<file path="src/design/ppc_pkg.sv">
// Shared constants and codes for the preset PD position controller.
package ppc_pkg;

	// Default configuration of the design parameters
	localparam int SENSOR_BITS_DEF    = 12;
	localparam int GAIN_FRAC_BITS_DEF = 8;

	// Fixed field widths
	localparam int GAIN_BITS   = 12;
	localparam int POWER_BITS  = 7;
	localparam int DRIVE_BITS  = 9;
	localparam int FUNC_BITS   = 2;
	localparam int PRESET_BITS = 3;
	localparam int CFG_IDX_BITS  = 3;
	localparam int CFG_DATA_BITS = 16;

	// Function codes of an input word
	localparam logic [FUNC_BITS-1:0] FUNC_TICK   = 2'd0;
	localparam logic [FUNC_BITS-1:0] FUNC_PRESET = 2'd1;
	localparam logic [FUNC_BITS-1:0] FUNC_TARGET = 2'd2;
	localparam logic [FUNC_BITS-1:0] FUNC_MANUAL = 2'd3;

	// Preset codes
	localparam logic [PRESET_BITS-1:0] PRESET_UP     = 3'd0;
	localparam logic [PRESET_BITS-1:0] PRESET_HOLD   = 3'd1;
	localparam logic [PRESET_BITS-1:0] PRESET_DOWN   = 3'd2;
	localparam logic [PRESET_BITS-1:0] PRESET_KEEP   = 3'd6;
	localparam logic [PRESET_BITS-1:0] PRESET_RELOAD = 3'd7;

	// Register indexes
	localparam logic [CFG_IDX_BITS-1:0] REG_MAX_POWER   = 3'd0;
	localparam logic [CFG_IDX_BITS-1:0] REG_P_GAIN      = 3'd1;
	localparam logic [CFG_IDX_BITS-1:0] REG_D_GAIN      = 3'd2;
	localparam logic [CFG_IDX_BITS-1:0] REG_UP_TARGET   = 3'd3;
	localparam logic [CFG_IDX_BITS-1:0] REG_HOLD_TARGET = 3'd4;
	localparam logic [CFG_IDX_BITS-1:0] REG_DOWN_TARGET = 3'd5;

	// Register reset values
	localparam logic [POWER_BITS-1:0] MAX_POWER_RST = 7'd100;
	localparam logic [GAIN_BITS-1:0]  P_GAIN_RST    = 12'd461;
	localparam logic [GAIN_BITS-1:0]  D_GAIN_RST    = 12'd205;
	localparam logic [31:0] UP_TARGET_RST   = 32'd580;
	localparam logic [31:0] HOLD_TARGET_RST = 32'd3000;
	localparam logic [31:0] DOWN_TARGET_RST = 32'd3900;

endpackage

</file>
<file path="src/design/preset_pd_position_controller.sv">
// Top level of the preset PD position controller: input stage, state, result register.
//
//  channel | signals                                               | direction
//  --------+-------------------------------------------------------+----------
//  input   | in_valid in_ready func sample preset_code target_value | in
//          | manual_on velocity                                    |
//  result  | out_valid out_ready drive is_velocity                 | out
//  config  | cfg_valid cfg_ready cfg_index cfg_data                | in
//
// One word per cycle sustained while the result is not stalled; an accepted word
// passes the input register, then the result register. Each holds one word, so a
// new word is taken while a finished result waits; the whole PD law runs
// combinationally between them. Reset clears all control state and loads register
// defaults at once. A stalled result only blocks the stage behind it.
module preset_pd_position_controller #(
	parameter int SENSOR_BITS    = ppc_pkg::SENSOR_BITS_DEF,
	parameter int GAIN_FRAC_BITS = ppc_pkg::GAIN_FRAC_BITS_DEF
) (
	input  logic                                   clk,
	input  logic                                   arst_n,
	// input words
	input  logic                                   in_valid,
	output logic                                   in_ready,
	input  logic [ppc_pkg::FUNC_BITS-1:0]          func,
	input  logic [SENSOR_BITS-1:0]                 sample,
	input  logic [ppc_pkg::PRESET_BITS-1:0]        preset_code,
	input  logic [SENSOR_BITS-1:0]                 target_value,
	input  logic                                   manual_on,
	input  logic signed [ppc_pkg::DRIVE_BITS-1:0]  velocity,
	// result words
	output logic                                   out_valid,
	input  logic                                   out_ready,
	output logic signed [ppc_pkg::DRIVE_BITS-1:0]  drive,
	output logic                                   is_velocity,
	// configuration writes
	input  logic                                   cfg_valid,
	output logic                                   cfg_ready,
	input  logic [ppc_pkg::CFG_IDX_BITS-1:0]       cfg_index,
	input  logic [ppc_pkg::CFG_DATA_BITS-1:0]      cfg_data
);

	localparam int PB = ppc_pkg::PRESET_BITS;
	localparam int OW = ppc_pkg::DRIVE_BITS;

	// configuration registers
	logic [ppc_pkg::POWER_BITS-1:0] max_power_q;
	logic [ppc_pkg::GAIN_BITS-1:0]  p_gain_q;
	logic [ppc_pkg::GAIN_BITS-1:0]  d_gain_q;
	logic [SENSOR_BITS-1:0]         up_target_q;
	logic [SENSOR_BITS-1:0]         hold_target_q;
	logic [SENSOR_BITS-1:0]         down_target_q;

	// controller state
	logic                           manual_q;
	logic                           captured_q;
	logic [PB-1:0]                  preset_now_q;
	logic [PB-1:0]                  preset_seen_q;
	logic [SENSOR_BITS-1:0]         target_q;
	logic signed [SENSOR_BITS:0]    last_error_q;

	// input stage
	logic                           valid_s1;
	logic [ppc_pkg::FUNC_BITS-1:0]  func_s1;
	logic [SENSOR_BITS-1:0]         sample_s1;
	logic [PB-1:0]                  code_s1;
	logic [SENSOR_BITS-1:0]         tval_s1;
	logic                           on_s1;
	logic signed [OW-1:0]           vel_s1;

	// result register
	logic                           out_valid_q;
	logic signed [OW-1:0]           drive_q;
	logic                           is_vel_q;

	logic                           fire_s1;
	logic                           in_fire;
	logic [PB-1:0]                  code_in;
	logic                           reload;
	logic [SENSOR_BITS-1:0]         target_eff;
	logic signed [SENSOR_BITS:0]    err;
	logic signed [OW-1:0]           power;

	// handshakes
	assign fire_s1   = valid_s1 && (!out_valid_q || out_ready);
	assign in_ready  = !valid_s1 || fire_s1;
	assign in_fire   = in_valid && in_ready;
	assign cfg_ready = 1'b1;

	// code seven is a keep-position code
	assign code_in = (preset_code == ppc_pkg::PRESET_RELOAD) ? ppc_pkg::PRESET_KEEP
		: preset_code;

	// target reload on a changed preset, ahead of the PD law
	assign reload = (preset_now_q != preset_seen_q);
	always_comb begin
		target_eff = target_q;
		if (reload) begin
			case (preset_now_q)
				ppc_pkg::PRESET_UP:   target_eff = up_target_q;
				ppc_pkg::PRESET_HOLD: target_eff = hold_target_q;
				ppc_pkg::PRESET_DOWN: target_eff = down_target_q;
				default:              target_eff = target_q;
			endcase
		end
	end

	ppc_pd_law #(
		.SENSOR_BITS   (SENSOR_BITS),
		.GAIN_FRAC_BITS(GAIN_FRAC_BITS)
	) u_pd_law (
		.target    (target_eff),
		.sample    (sample_s1),
		.last_error(last_error_q),
		.p_gain    (p_gain_q),
		.d_gain    (d_gain_q),
		.max_power (max_power_q),
		.err       (err),
		.power     (power)
	);

	// configuration writes
	always_ff @(posedge clk or negedge arst_n) begin
		if (!arst_n) begin
			max_power_q   <= ppc_pkg::MAX_POWER_RST;
			p_gain_q      <= ppc_pkg::P_GAIN_RST;
			d_gain_q      <= ppc_pkg::D_GAIN_RST;
			up_target_q   <= ppc_pkg::UP_TARGET_RST[SENSOR_BITS-1:0];
			hold_target_q <= ppc_pkg::HOLD_TARGET_RST[SENSOR_BITS-1:0];
			down_target_q <= ppc_pkg::DOWN_TARGET_RST[SENSOR_BITS-1:0];
		end else if (cfg_valid && cfg_ready) begin
			unique case (cfg_index)
				ppc_pkg::REG_MAX_POWER:   max_power_q <= cfg_data[ppc_pkg::POWER_BITS-1:0];
				ppc_pkg::REG_P_GAIN:      p_gain_q    <= cfg_data[ppc_pkg::GAIN_BITS-1:0];
				ppc_pkg::REG_D_GAIN:      d_gain_q    <= cfg_data[ppc_pkg::GAIN_BITS-1:0];
				ppc_pkg::REG_UP_TARGET:   up_target_q   <= cfg_data[SENSOR_BITS-1:0];
				ppc_pkg::REG_HOLD_TARGET: hold_target_q <= cfg_data[SENSOR_BITS-1:0];
				ppc_pkg::REG_DOWN_TARGET: down_target_q <= cfg_data[SENSOR_BITS-1:0];
				default: ;
			endcase
		end
	end

	// input stage valid
	always_ff @(posedge clk or negedge arst_n) begin
		if (!arst_n) begin
			valid_s1 <= 1'b0;
		end else if (in_ready) begin
			valid_s1 <= in_valid;
		end
	end

	// input stage payload
	always_ff @(posedge clk) begin
		if (in_fire) begin
			func_s1   <= func;
			sample_s1 <= sample;
			code_s1   <= code_in;
			tval_s1   <= target_value;
			on_s1     <= manual_on;
			vel_s1    <= velocity;
		end
	end

	// controller state and result valid
	always_ff @(posedge clk or negedge arst_n) begin
		if (!arst_n) begin
			manual_q      <= 1'b0;
			captured_q    <= 1'b0;
			preset_now_q  <= ppc_pkg::PRESET_UP;
			preset_seen_q <= ppc_pkg::PRESET_UP;
			target_q      <= '0;
			last_error_q  <= '0;
			out_valid_q   <= 1'b0;
		end else begin
			if (out_ready) begin
				out_valid_q <= 1'b0;
			end
			if (fire_s1) begin
				unique case (func_s1)
					ppc_pkg::FUNC_TICK: begin
						if (manual_q) begin
							captured_q <= 1'b0;
						end else if (!captured_q) begin
							target_q   <= sample_s1;
							captured_q <= 1'b1;
						end else begin
							if (reload && preset_now_q != ppc_pkg::PRESET_UP
								&& preset_now_q != ppc_pkg::PRESET_HOLD
								&& preset_now_q != ppc_pkg::PRESET_DOWN) begin
								captured_q <= 1'b0;
							end
							target_q      <= target_eff;
							preset_seen_q <= preset_now_q;
							last_error_q  <= err;
							out_valid_q   <= 1'b1;
						end
					end
					ppc_pkg::FUNC_PRESET: begin
						preset_now_q  <= code_s1;
						preset_seen_q <= ppc_pkg::PRESET_RELOAD;
					end
					ppc_pkg::FUNC_TARGET: begin
						preset_seen_q <= preset_now_q;
						target_q      <= tval_s1;
					end
					ppc_pkg::FUNC_MANUAL: begin
						manual_q <= on_s1;
						if (on_s1) begin
							out_valid_q <= 1'b1;
						end
					end
					default: ;
				endcase
			end
		end
	end

	// result payload
	always_ff @(posedge clk) begin
		if (fire_s1) begin
			if (func_s1 == ppc_pkg::FUNC_MANUAL) begin
				drive_q  <= vel_s1;
				is_vel_q <= 1'b1;
			end else begin
				drive_q  <= power;
				is_vel_q <= 1'b0;
			end
		end
	end

	assign out_valid   = out_valid_q;
	assign drive       = drive_q;
	assign is_velocity = is_vel_q;

endmodule

</file>
<file path="src/design/ppc_pd_law.sv">
// PD control law: error, error difference, Q gains, truncation and symmetric clamp.
module ppc_pd_law #(
	parameter int SENSOR_BITS    = ppc_pkg::SENSOR_BITS_DEF,
	parameter int GAIN_FRAC_BITS = ppc_pkg::GAIN_FRAC_BITS_DEF
) (
	input  logic [SENSOR_BITS-1:0]                   target,
	input  logic [SENSOR_BITS-1:0]                   sample,
	input  logic signed [SENSOR_BITS:0]              last_error,
	input  logic [ppc_pkg::GAIN_BITS-1:0]            p_gain,
	input  logic [ppc_pkg::GAIN_BITS-1:0]            d_gain,
	input  logic [ppc_pkg::POWER_BITS-1:0]           max_power,
	output logic signed [SENSOR_BITS:0]              err,
	output logic signed [ppc_pkg::DRIVE_BITS-1:0]    power
);

	localparam int EW = SENSOR_BITS + 1;
	localparam int DW = SENSOR_BITS + 2;
	localparam int GW = ppc_pkg::GAIN_BITS + 1;
	localparam int SW = SENSOR_BITS + ppc_pkg::GAIN_BITS + 4;
	localparam int PW = ppc_pkg::POWER_BITS;
	localparam int OW = ppc_pkg::DRIVE_BITS;

	logic signed [DW-1:0]    derr;
	logic signed [GW+EW-1:0] p_term;
	logic signed [GW+DW-1:0] d_term;
	logic signed [SW-1:0]    sum;
	logic [SW-1:0]           mag;
	logic [SW-1:0]           mag_q;
	logic [SW-1:0]           lim_ext;
	logic [PW-1:0]           lim_mag;
	logic signed [OW-1:0]    lim_out;

	// error and its change since the last PD tick
	assign err  = $signed({1'b0, target}) - $signed({1'b0, sample});
	assign derr = $signed({err[EW-1], err}) - $signed({last_error[EW-1], last_error});

	// gain products, exact sum with fractional bits
	assign p_term = $signed({1'b0, p_gain}) * err;
	assign d_term = $signed({1'b0, d_gain}) * derr;
	assign sum    = SW'(p_term) + SW'(d_term);

	// truncate toward zero on the magnitude
	assign mag   = sum[SW-1] ? SW'(-sum) : SW'(sum);
	assign mag_q = mag >> GAIN_FRAC_BITS;

	// symmetric clamp, then restore the sign
	assign lim_ext = {{(SW-PW){1'b0}}, max_power};
	assign lim_mag = (mag_q > lim_ext) ? max_power : mag_q[PW-1:0];
	assign lim_out = $signed({{(OW-PW){1'b0}}, lim_mag});
	assign power   = sum[SW-1] ? -lim_out : lim_out;

endmodule
</file>
<file path="config.mk">
export PLATFORM = sky130hd
export DESIGN_NAME = preset_pd_position_controller
export DESIGN_NICKNAME = d
export VERILOG_FILES = /design/src/design/ppc_pkg.sv /design/src/design/preset_pd_position_controller.sv /design/src/design/ppc_pd_law.sv
export SDC_FILE = /design/constraint.sdc
export NUM_CORES = 1
export LEC_CHECK = 0
export BUFFER_PORTS_ARGS = -buffer_cell sky130_fd_sc_hd__buf_2
export CORE_MARGIN = 4
export CORE_UTILIZATION = 50
export DETAILED_ROUTE_END_ITERATION = 8
export PLACE_DENSITY = 0.67
export SYNTH_ARGS = -nofsm -noshare
export SYNTH_HDL_FRONTEND = slang
export SYNTH_SLANG_ARGS = --single-unit
</file>
<file path="constraint.sdc">
create_clock -name clk -period 41.1 [get_ports clk]
set_clock_uncertainty 0.2 [all_clocks]
set_input_delay 2.055 -clock clk [delete_from_list [all_inputs] [get_ports clk]]
set_output_delay 2.055 -clock clk [all_outputs]
set_load 0.05 [all_outputs]
</file>
-- Word-level counts from Yosys, hierarchy flattened
Cells that the tools add are included.
- bits in registers: 151
- input bits: 63
- output and inout port bits: 13
- word-level logic and storage cells: 96
- add/subtract/negate cells: 5
- multiply operators: 2
- order comparisons: 1
- eq/ne operators: 16
- mux-type cells: 22
- bitwise logic cells: 1
- reductions and logical operators: 27
- operators by type and width (kind ; number):
    12-bit 2-to-1 mux ; 3
    12-bit case mux with 3 select lines ; 1
    26-bit by 27-bit adder with 28-bit output ; 1
    28-bit 2-to-1 mux ; 1
    28-bit negation ; 1
    13-bit by 14-bit multiplier with 27-bit output ; 1
    13-bit by 13-bit multiplier with 26-bit output ; 1
    12-bit case mux with 2 select lines ; 1
    20-bit by 7-bit > comparator with 1-bit output ; 1
    9-bit 2-to-1 mux ; 2
    2-bit AND reduction ; 9
    13-bit by 13-bit subtractor with 14-bit output ; 1
    12-bit by 12-bit subtractor with 13-bit output ; 1
    3-bit by 2-bit == test with 1-bit output (second input constant) ; 3
    3-bit == test (second input constant) ; 3
    1-bit 2-to-1 mux ; 9
    7-bit negation with 9-bit output ; 1
    3-bit case mux with 3 select lines ; 1
    4-bit AND reduction ; 2
    7-bit 2-to-1 mux ; 1
    3-bit by 1-bit == test with 1-bit output (second input constant) ; 2
    3-bit logical NOT ; 2
    3-bit 2-to-1 mux ; 2
    3-bit nonzero test ; 2
    14 further kinds ; 22

-- Depth between registers and ports, before layout
Gate-level depths: netlist (run 1).
- word-level depth: 14
- gate-level depth with buffers: 70
- gate-level depth less buffers: 66

-- Hierarchy
A second synthesis (run 1) with hierarchy kept.
- cell total of the unflattened synthesis: 2262
- area total of the unflattened synthesis: 21779.6 µm²
- modules (own cells, without submodules) (module ; instances ; cells an instance ; area each (µm²) ; sequential area each (µm²)):
    ppc_pd_law ; 1 ; 1824 ; 15217.1 ; 0.0
    preset_pd_position_controller ; 1 ; 438 ; 6562.5 ; 4063.9

-- Least setup slack after synthesis (run 1)
Ideal clock, no wire load.
- kind: register -> register
- start point: register preset_now_q[1]
- end point: register drive_q[8], in the netlist drive[8] (data pin)
- library setup time: 0.257 ns
- arrival: 14.071 ns
- required time: 40.643 ns
- path slack: 26.572 ns
- cell stages (with the launch flop): 65
- path buffers: 4
- clock period less this slack: 14.528 ns
- path through: dfrtp_1 clkbuf_1 buf_1 mux2i_1 nor2_1 a21oi_1 nor3_1 a21oi_1 ha_1 fa_1 nor2b_1 o21ai_0 a21boi_0 o21ai_0 a21boi_0 o21ai_0 a21boi_0 o21ai_0 [... 29 more ...] xnor2_1 ha_1 nor2b_1 o21a_1 o21a_1 o21a_1 o21ai_0 a21o_1 nand4_1 mux2i_2 o21a_1 nor2_1 a21oi_1 ha_1 and3_1 nand2_1 or3_1 a32o_1
- cells in the longest elaborated chain, start to end: 14
- elaborated cells on any way between the ends: 18
- those cells by class: 5 x add/sub; 2 x mul; 1 x order compare; 3 x eq/ne; 6 x mux; 1 x reduce/logical
- RTL lines (item ; RTL line ; RTL):
    from (decl) ; preset_pd_position_controller.sv:56 ; logic [PB-1:0] preset_now_q;
    from (signal assigned) ; preset_pd_position_controller.sv:169 ; preset_now_q <= ppc_pkg::PRESET_UP;
    from (signal assigned) ; preset_pd_position_controller.sv:199 ; preset_now_q <= code_s1;
    3-bit by 2-bit == test with 1-bit output (tied with other cells) ; preset_pd_position_controller.sv:98 ; case (preset_now_q)
    12-bit case mux with 3 select lines ; preset_pd_position_controller.sv:98 ;
    12-bit 2-to-1 mux (*) ; preset_pd_position_controller.sv:97 ; if (reload) begin
    12-bit by 12-bit subtractor with 13-bit output (*) ; ppc_pd_law.sv:34 ; assign err = $signed({1'b0, target}) - $signed({1'b0, sample});
    named net err[12] ; preset_pd_position_controller.sv:80 ; logic signed [SENSOR_BITS:0] err;
    13-bit by 13-bit subtractor with 14-bit output ; ppc_pd_law.sv:35 ; assign derr = $signed({err[EW-1], err}) - $signed({last_error[EW-1], last_error});
    13-bit by 14-bit multiplier with 27-bit output ; ppc_pd_law.sv:39 ; assign d_term = $signed({1'b0, d_gain}) * derr;
    26-bit by 27-bit adder with 28-bit output (*) ; ppc_pd_law.sv:40 ; assign sum = SW'(p_term) + SW'(d_term);
    28-bit negation ; ppc_pd_law.sv:43 ; assign mag = sum[SW-1] ? SW'(-sum) : SW'(sum);
    28-bit 2-to-1 mux ; ppc_pd_law.sv:43 ;
    20-bit by 7-bit > comparator with 1-bit output ; ppc_pd_law.sv:48 ; assign lim_mag = (mag_q > lim_ext) ? max_power : mag_q[PW-1:0];
    7-bit 2-to-1 mux ; ppc_pd_law.sv:48 ;
    7-bit negation with 9-bit output ; ppc_pd_law.sv:50 ; assign power = sum[SW-1] ? -lim_out : lim_out;
    9-bit 2-to-1 mux (*) ; ppc_pd_law.sv:50 ;
    9-bit 2-to-1 mux (*) ; preset_pd_position_controller.sv:221 ; if (func_s1 == ppc_pkg::FUNC_MANUAL) begin
    to (signal assigned) ; preset_pd_position_controller.sv:222 ; drive_q <= vel_s1;
    to (signal assigned) ; preset_pd_position_controller.sv:225 ; drive_q <= power;
    to (decl) ; preset_pd_position_controller.sv:72 ; logic signed [OW-1:0] drive_q;
The timed path passes the listed nets; every way through them passes the cells marked *.
A chain may end at the register's enable or synchronous reset.

-- Worst setup path after layout (run 1)
- start point: register preset_now_q[1]
- end point: register drive_q[6], in the netlist drive[6] (data pin)
Same word-level chain as after synthesis.

==> results of run 1 <==
cell usage in the layout, fill, tap and decap left out, drive strengths merged, types with 55 or more instances in the layout:
master / Yosys / final
a21oi: 55 / 55
and2: 135 / 135
buf: 6 / 97
dfrtp: 70 / 70
fa: 323 / 323
ha: 174 / 174
inv: 440 / 443
mux2: 75 / 75
nand2: 248 / 248
nor2: 71 / 71
o21ai: 85 / 85
worst paths after layout:
| path | to | depth (start not counted) | slack, ps | from |
|---|---|---|---|---|
| setup / recovery | drive[6] | 62 | 23020 | preset_now_q[1] |
| hold reg to reg | target_q[8] | 2 | 280 | target_q[8] |
| setup reg to reg | drive[6] | 62 | 23020 | preset_now_q[1] |
| hold / removal | target_q[8] | 2 | 280 | target_q[8] |
| max in group asynchronous | target_q[0] | 2 | 38070 | arst_n |
| min in group asynchronous | p_gain_q[10] | 1 | 1360 | arst_n |
sequential cells by signal (all words and copies together) (netlist names), 7 cells and up:
register       count
d_gain_q          12
target_q          12
tval_s1           12
max_power_q        7
up_target_q       12
down_target_q     12
sample_s1         12
last_error_q      13
hold_target_q     12
drive              9
vel_s1             9
p_gain_q          12
through the flow:
stage                     util [%]  std cells  cell area [sq um]
after detailed placement     52.98       2719              21780
after CTS                    54.44       2751              22380
after global routing         54.44       2751              22380
after global placement       52.98       2719              21780
after floorplan                  -       2183              20890
final                        54.45       2752              22380
logic make-up (layout without fill, tap and decap cells):
group,Yosys count,after routing,share of synthesized area [%]
AND/OR/NAND/NOR,603,603,14.50
adder cells (fa/ha/maj),497,497,41.37
XOR/XNOR,56,56,2.383
other,1,2,0.01795
flip-flops,151,151,19.45
buffers and inverters,534,570,9.635
multiplexers,98,98,5.162
AO/OA/AOI/OAI,243,243,7.486
layout make-up:
type / count / area (sq um)
flip-flops and latches: 151 / 4064
clock inverters: 14 / 171.4
clock buffers: 18 / 429.2
multi-input cells: 1498 / 14840
inverters: 441 / 1655
repair buffers: 97 / 555.5
diodes: 1 / 2.502
well taps: 532 / 665.6
fillers: 3740 / 18730
worst max-delay path: cells and delay by family (launching register included):
| family | cells | cell delay [ps] |
|---|---|---|
| AO/OA/AOI/OAI | 25 | 6230 |
| adder cells (fa/ha/maj) | 13 | 5680 |
| AND/OR/NAND/NOR | 14 | 3200 |
| flip-flops | 1 | 940 |
| buffers and inverters | 6 | 840 |
| multiplexers | 2 | 420 |
| XOR/XNOR | 2 | 380 |
layer usage:
metal,share of wire (%),vias up,track usage [%]
li1,-,6893,-
met1,42,7427,30.24
met2,50,422,40.08
met3,6.3,76,3.615
met4,2.1,2,5.153
met5,0.014,-,0
==> flow_metrics.env, run 1 <==
export IMPL_required_ps=41160
export IMPL_status="finished clean"
export IMPL_die_w_microns=212.4
export IMPL_dp_hpwl_microns=40390
export IMPL_drc=0
export IMPL_vias=14820
export IMPL_path_clk_slew_ps=70
export IMPL_max_stage_delay_ps=940
export IMPL_synthCells=2183
export IMPL_synth_top_area_share_pct=30.95
export IMPL_period_share_pct=43.98
export IMPL_relSlewSlack_pct=8.106
export IMPL_dr_first_iter_drc_count=715
export IMPL_hold_viol=0
export IMPL_gp_congestion=0.9030
export IMPL_synth_seq_area_share_pct=19.45
export IMPL_grt_pass1_wl_microns=81880
export IMPL_clk_path_buf_depth=2
export IMPL_critPathKind="flip-flop to flip-flop"
export IMPL_cts_buffers_inserted=17
export IMPL_clock_latency_ps=430
export IMPL_yosys_top_cells_area="fa_1, ha_1, dfrtp_1"
export IMPL_tns_ps=0
export IMPL_critPathMostFrequentCell="fa_1"
export IMPL_cts_root_buf="clkbuf_16"
export IMPL_place_ws_ps=23320
export IMPL_fin_crit_ps=18080
export IMPL_synth_most_common_cell="inv_1"
export IMPL_end_kind="flip-flop"
export IMPL_setup_viol=0
export IMPL_avgViaCountPerCell=5.385
export IMPL_port_buffer_count=70
export IMPL_syn_nets=2743
export IMPL_syn_avg_cell_area_sq_um=9.571
export IMPL_setup_slack_ps=23020
export IMPL_ioPinCount=76
export IMPL_wl_per_cell_microns=17.94
export IMPL_maxCapViolations=0
export IMPL_whs_ps=279.7
export IMPL_cp_start_kind="flip-flop"
export IMPL_dieArea_sq_um=45120
export IMPL_fmax_ghz=0.05532
export IMPL_overflow=0
export IMPL_synth_cell_types=72
export IMPL_worst_pin_slew_ps=1369
export IMPL_start_util_pct=50.82
export IMPL_drive_gt1_share_pct=11.54
export IMPL_netlist_top_cells_count="inv_1, fa_1, nand2_1"
export IMPL_drt_pass1_iterations=6
export IMPL_core_area_sq_um=41110
export IMPL_h_tree_depth=4
export IMPL_track_usage_pct=22.90
export IMPL_cts_sinks=151
export IMPL_worst_ep_arrival_time_ps=18140
export IMPL_routed_wl_microns=49370
export IMPL_ant_nets=0
export IMPL_final_nets=2766
export IMPL_grt_antenna_before_repair=2
export IMPL_crit_fanout=24
export IMPL_area_delta_synth_final_pct=7.126
export IMPL_synthFlopType="dfrtp_1"
export IMPL_die_h_microns=212.4
export IMPL_finalMaxSlewViolations=0
export IMPL_ctsResizeCount=0
export IMPL_num_rows=74
export IMPL_synth_top_area_cell="fa_1"
export IMPL_rsz0062_at_grt="false"
export IMPL_hold_class="flip-flop to flip-flop"
export IMPL_synthArstFlopShare_pct=67.55
export IMPL_syn_area_sq_um=20890
export IMPL_synth_edf_count=49
export IMPL_ctsHoldBuffers=0
export IMPL_grt_pass1_vias=15850
export IMPL_slowest_stage="dfrtp_1"
export IMPL_grt_start_max_net_pins=75
export IMPL_ys_warnings_count=0
export IMPL_post_cts_buffers=0
export IMPL_cts_tree="done"
export IMPL_ys_ff_latch=151
Power of run 1 is not shown: default switching activity piles up to over one toggle a cycle in this logic, so the estimate is an artifact.
==> run 2: changes to the inputs <==
- clock period: 41.1 -> 16.95 ns (I/O delays scaled with it)
==> run 2 against run 1 <==
  * Hold slack worse by 150 ps
  * Highest routed layer unchanged
  * Wire length up 4.1%
  * Core utilization up 0.17 points
  * Global-route usage up 0.90 points
  * Register-to-register slack worse by 22000 ps
  * First-iteration DRC count up 21%
==> flow_metrics.env, run 2 (synthesis results as in run 1) <==
export IMPL_fmax_ghz=0.06335
export IMPL_overflow=0
export IMPL_track_usage_pct=23.80
export IMPL_drc=0
export IMPL_fin_cells=2763
export IMPL_multiInputGateArea_sq_um=14840
export IMPL_path_clk_slew_ps=70
export IMPL_tns_ps=0
export IMPL_critPathKind="flip-flop to flip-flop"
export IMPL_start_util_pct=50.82
export IMPL_fillers=3681
export IMPL_hold_viol=0
export IMPL_required_ps=16930
export IMPL_reg2reg_depth=60
export IMPL_grt_antenna_before_repair=2
export IMPL_end_kind="flip-flop"
export IMPL_slowest_stage="fa_1"
export IMPL_clk_path_buf_depth=2
export IMPL_drt_pass1_iterations=5
export IMPL_dp_hpwl_microns=42130
export IMPL_finalMaxSlewViolations=0
export IMPL_dieArea_sq_um=45120
export IMPL_area_delta_synth_final_pct=7.467
export IMPL_crit_buf_inv=6
export IMPL_vias=15110
export IMPL_ant_nets=0
export IMPL_critPathTopFamily="adder cells"
export IMPL_num_rows=74
export IMPL_max_stage_delay_ps=780
export IMPL_crit_fanout=24
export IMPL_worst_ep_arrival_time_ps=15770
export IMPL_drive_gt1_share_pct=12.19
export IMPL_period_share_pct=93.13
export IMPL_ctsResizeCount=0
export IMPL_cts_root_buf="clkbuf_16"
export IMPL_setup_viol=0
export IMPL_rsz0062_at_grt="false"
export IMPL_die_w_microns=212.4
export IMPL_post_cts_buffers=0
export IMPL_core_area_sq_um=41110
export IMPL_final_common_cell="inv_1"
export IMPL_diodes=0
export IMPL_status="finished clean"
export IMPL_grt_start_max_net_pins=74
export IMPL_grt_pass1_wl_microns=84510
export IMPL_ctsHoldBuffers=0
export IMPL_port_buffer_count=70
export IMPL_wl_per_cell_microns=18.61
export IMPL_critPathMostFrequentCell="fa_1"
export IMPL_path_depth=60
export IMPL_die_h_microns=212.4
export IMPL_maxCapViolations=0
export IMPL_worst_pin_slew_ps=1207
export IMPL_final_cell_mix="inv_1, fa_1, nand2_1"
export IMPL_clock_latency_ps=440
export IMPL_dr_first_iter_drc_count=862
export IMPL_cts_tree="done"
export IMPL_regArea_sq_um=4065
export IMPL_final_nets=2778
export IMPL_dp_cells=2731
export IMPL_grt_pass1_vias=16140
export IMPL_hold_class="primary input to asynchronous set/reset pin"
export IMPL_avgViaCountPerCell=5.469
export IMPL_cts_sinks=151
export IMPL_routed_wl_microns=51410
export IMPL_fin_crit_ps=15790
export IMPL_regMostFlops="last_error_q"
export IMPL_cts_buffers_inserted=17
export IMPL_relSlewSlack_pct=19.22
export IMPL_largest_register_ffs=13
export IMPL_post_route_util_pct=54.62
export IMPL_ioPinCount=76
export IMPL_gp_congestion=0.9397
export IMPL_h_tree_depth=4
export IMPL_cp_start_kind="flip-flop"
run 2: cell count changes in the layout (fill, tap and decap cells not counted), moves of 2 or more:
cell	change
clkinv_1	-2
inv_8	+3
inv_4	+2
bufinv_16	-3
buf_4	+12
clkinv_4	-2
run 2: cell type report:
cell class | count | share of cell area (%)
inverter | 441 | 7.372
timing repair buffer | 109 | 2.875
clock inverter | 14 | 0.5684
sequential | 151 | 18.10
tap | 532 | 2.964
clock buffer | 18 | 2.006
multi-input combinational | 1498 | 66.11
run 2: worst register-to-register path, delay by kind of cell, from the launching register on:
kind            cells  cell delay, ps
compound gates     22            4620
xor+xnor            3             500
fa+ha+maj          13            5810
buf+inv             6             880
flops               1             540
mux                 2             500
simple gates       14            2490
run 2: worst paths after layout:
kind / end / slack (ps) / startpoint
min in group clk: preset_now_q[1] / 280 / code_s1[1]
min reg2reg: preset_now_q[1] / 280 / code_s1[1]
max in group asynchronous: d_gain_q[1] / 15110 / arst_n
min: target_q[8] / 130 / arst_n
max reg2reg: drive[4] / 1160 / preset_now_q[2]
max: drive[4] / 1160 / preset_now_q[2]
run 2: per-stage QoR:
step | hold slack [ps] | cell area, sq um | setup slack, ps
6_report | 128.3 | 22450 | 1164
5_1_grt | 147.6 | 22450 | 62.92
4_1_cts | 131.0 | 22450 | 960.8
3_5_place_dp | 269.5 | 21870 | 1052
3_3_place_gp | 261.0 | 21870 | 1226
2_1_floorplan | 249.7 | 20890 | 2422
run 2: layer usage:
metal	share of wire, %	up-vias	global-route usage (%)	wire, microns
met1	41	7642	30.96	21230
met4	2.9	4	6.997	1471
li1	-	6924	-	-
met2	50	444	41.80	25900
met5	0.045	-	0	23
met3	5.4	98	3.217	2786
Power of run 2 is left out for the same reason.
==> run 3: changes to the inputs <==
- CORE_MARGIN: 4 -> 3
==> run 3 against run 2 <==
  * Register-to-register slack got worse by 80 ps
  * Critical path type unchanged
  * Critical endpoint unchanged
  * Count of clock-buffer cells in the layout grew 1
  * Maximum frequency down 0.48%
  * Cell count did not move
  * Via count is 0.98% lower
  * Wire length shrank 0.41%
  * First-iteration DRC count up 0.12%
==> flow_metrics.env, run 3 (synthesis results as in run 1) <==
export IMPL_status="finished clean"
export IMPL_die_w_microns=210.4
export IMPL_clk_path_buf_depth=2
export IMPL_final_cell_mix="inv_1, fa_1, nand2_1"
export IMPL_period_share_pct=93.58
export IMPL_fillers=3636
export IMPL_dp_hpwl_microns=41560
export IMPL_cts_tree="done"
export IMPL_drc=0
export IMPL_drt_pass1_iterations=5
export IMPL_crit_fanout=17
export IMPL_critPathKind="flip-flop to flip-flop"
export IMPL_grt_antenna_before_repair=1
export IMPL_track_usage_pct=24.44
export IMPL_vias=14960
export IMPL_rsz0062_at_grt="false"
export IMPL_worst_ep_arrival_time_ps=15840
export IMPL_dieArea_sq_um=44280
export IMPL_tns_ps=0
export IMPL_critPathMostFrequentCell="fa_1"
export IMPL_final_nets=2778
export IMPL_drive_gt1_share_pct=12.10
export IMPL_ctsResizeCount=0
export IMPL_crit_start="preset_now_q[1]"
export IMPL_gp_congestion=0.9329
export IMPL_path_clk_slew_ps=70
export IMPL_ioPinCount=76
export IMPL_final_common_cell="inv_1"
export IMPL_die_h_microns=210.4
export IMPL_slowest_stage="dfrtp_1"
export IMPL_h_tree_depth=4
export IMPL_grt_pass1_wl_microns=85160
export IMPL_routed_wl_microns=51200
export IMPL_cts_buffers_inserted=17
export IMPL_area_delta_synth_final_pct=7.509
export IMPL_num_rows=74
export IMPL_cts_root_buf="clkbuf_16"
export IMPL_port_buffer_count=70
export IMPL_cp_start_kind="flip-flop"
export IMPL_hold_class="primary input to asynchronous set/reset pin"
export IMPL_avgViaCountPerCell=5.416
export IMPL_ctsHoldBuffers=0
export IMPL_maxCapViolations=0
export IMPL_max_stage_delay_ps=560
export IMPL_cts_sinks=151
export IMPL_regMostFlops="last_error_q"
export IMPL_clock_latency_ps=440
export IMPL_relSlewSlack_pct=19.00
export IMPL_fmax_ghz=0.06304
export IMPL_crit_reg2reg_launch="preset_now_q[1]"
export IMPL_core_area_sq_um=41020
export IMPL_hold_viol=0
export IMPL_grt_pass1_vias=16190
export IMPL_start_util_pct=50.94
export IMPL_wl_per_cell_microns=18.53
export IMPL_finalMaxSlewViolations=0
export IMPL_end_kind="flip-flop"
export IMPL_required_ps=16930
export IMPL_overflow=0
export IMPL_post_cts_buffers=0
export IMPL_worst_pin_slew_ps=1211
export IMPL_dr_first_iter_drc_count=863
export IMPL_grt_start_max_net_pins=63
export IMPL_fin_crit_ps=15860
export IMPL_largest_register_ffs=13
export IMPL_setup_viol=0
export IMPL_ant_nets=0
export IMPL_diodes=0
[run 3: final timing paths]
kind                            slack (ps)  cells past startpoint             end
min in group clk                       280                      2    target_q[10]
worst min-delay path                   190                      1     target_q[5]
worst max register to register        1090                     61        drive[4]
max in group asynchronous            15120                      2  max_power_q[3]
worst max-delay path                  1090                     61        drive[4]
worst min register to register         280                      2    target_q[10]
[run 3: cell type report]
type	count	area (sq um)	share of cell area, %
Clock buffer	19	454.2	2.022
Clock inverter	13	132.6	0.5904
Inverter	441	1655	7.369
Multi-Input combinational cell	1498	14840	66.08
Sequential cell	151	4065	18.10
Tap cell	532	665.6	2.963
Timing Repair Buffer	109	645.6	2.874
[run 3: critical path, delay by kind of cell, from the launching register on]
kind            cells  cell delay [ps]
fa+ha+maj          12             5020
mux                 2              470
simple gates       14             2670
xor+xnor            2              390
compound gates     24             5220
buf+inv             7             1060
flops               1              560
[run 3: metrics by stage]
step           std cells  area (sq um)  hold WS, ps  setup WS [ps]  utilization, %
2_1_floorplan       2183         20890        249.7           2422               -
3_3_place_gp        2731         21870        261.2           1252           53.31
3_5_place_dp        2731         21870        269.7          993.2           53.31
4_1_cts             2763         22450        189.0          914.9           54.74
5_1_grt             2763         22460        211.7          63.31           54.76
6_report            2763         22460        189.7           1088           54.76
[run 3: metal layers]
| layer | vias up | global-route usage [%] | part of all wire, % |
|---|---|---|---|
| li1 | 6921 | - | - |
| met1 | 7553 | 31.99 | 42 |
| met2 | 392 | 41.79 | 49 |
| met3 | 96 | 3.646 | 5.8 |
| met4 | 2 | 8.637 | 3.7 |
| met5 | - | 0 | 0.025 |
Power of run 3 is left out for the same reason.
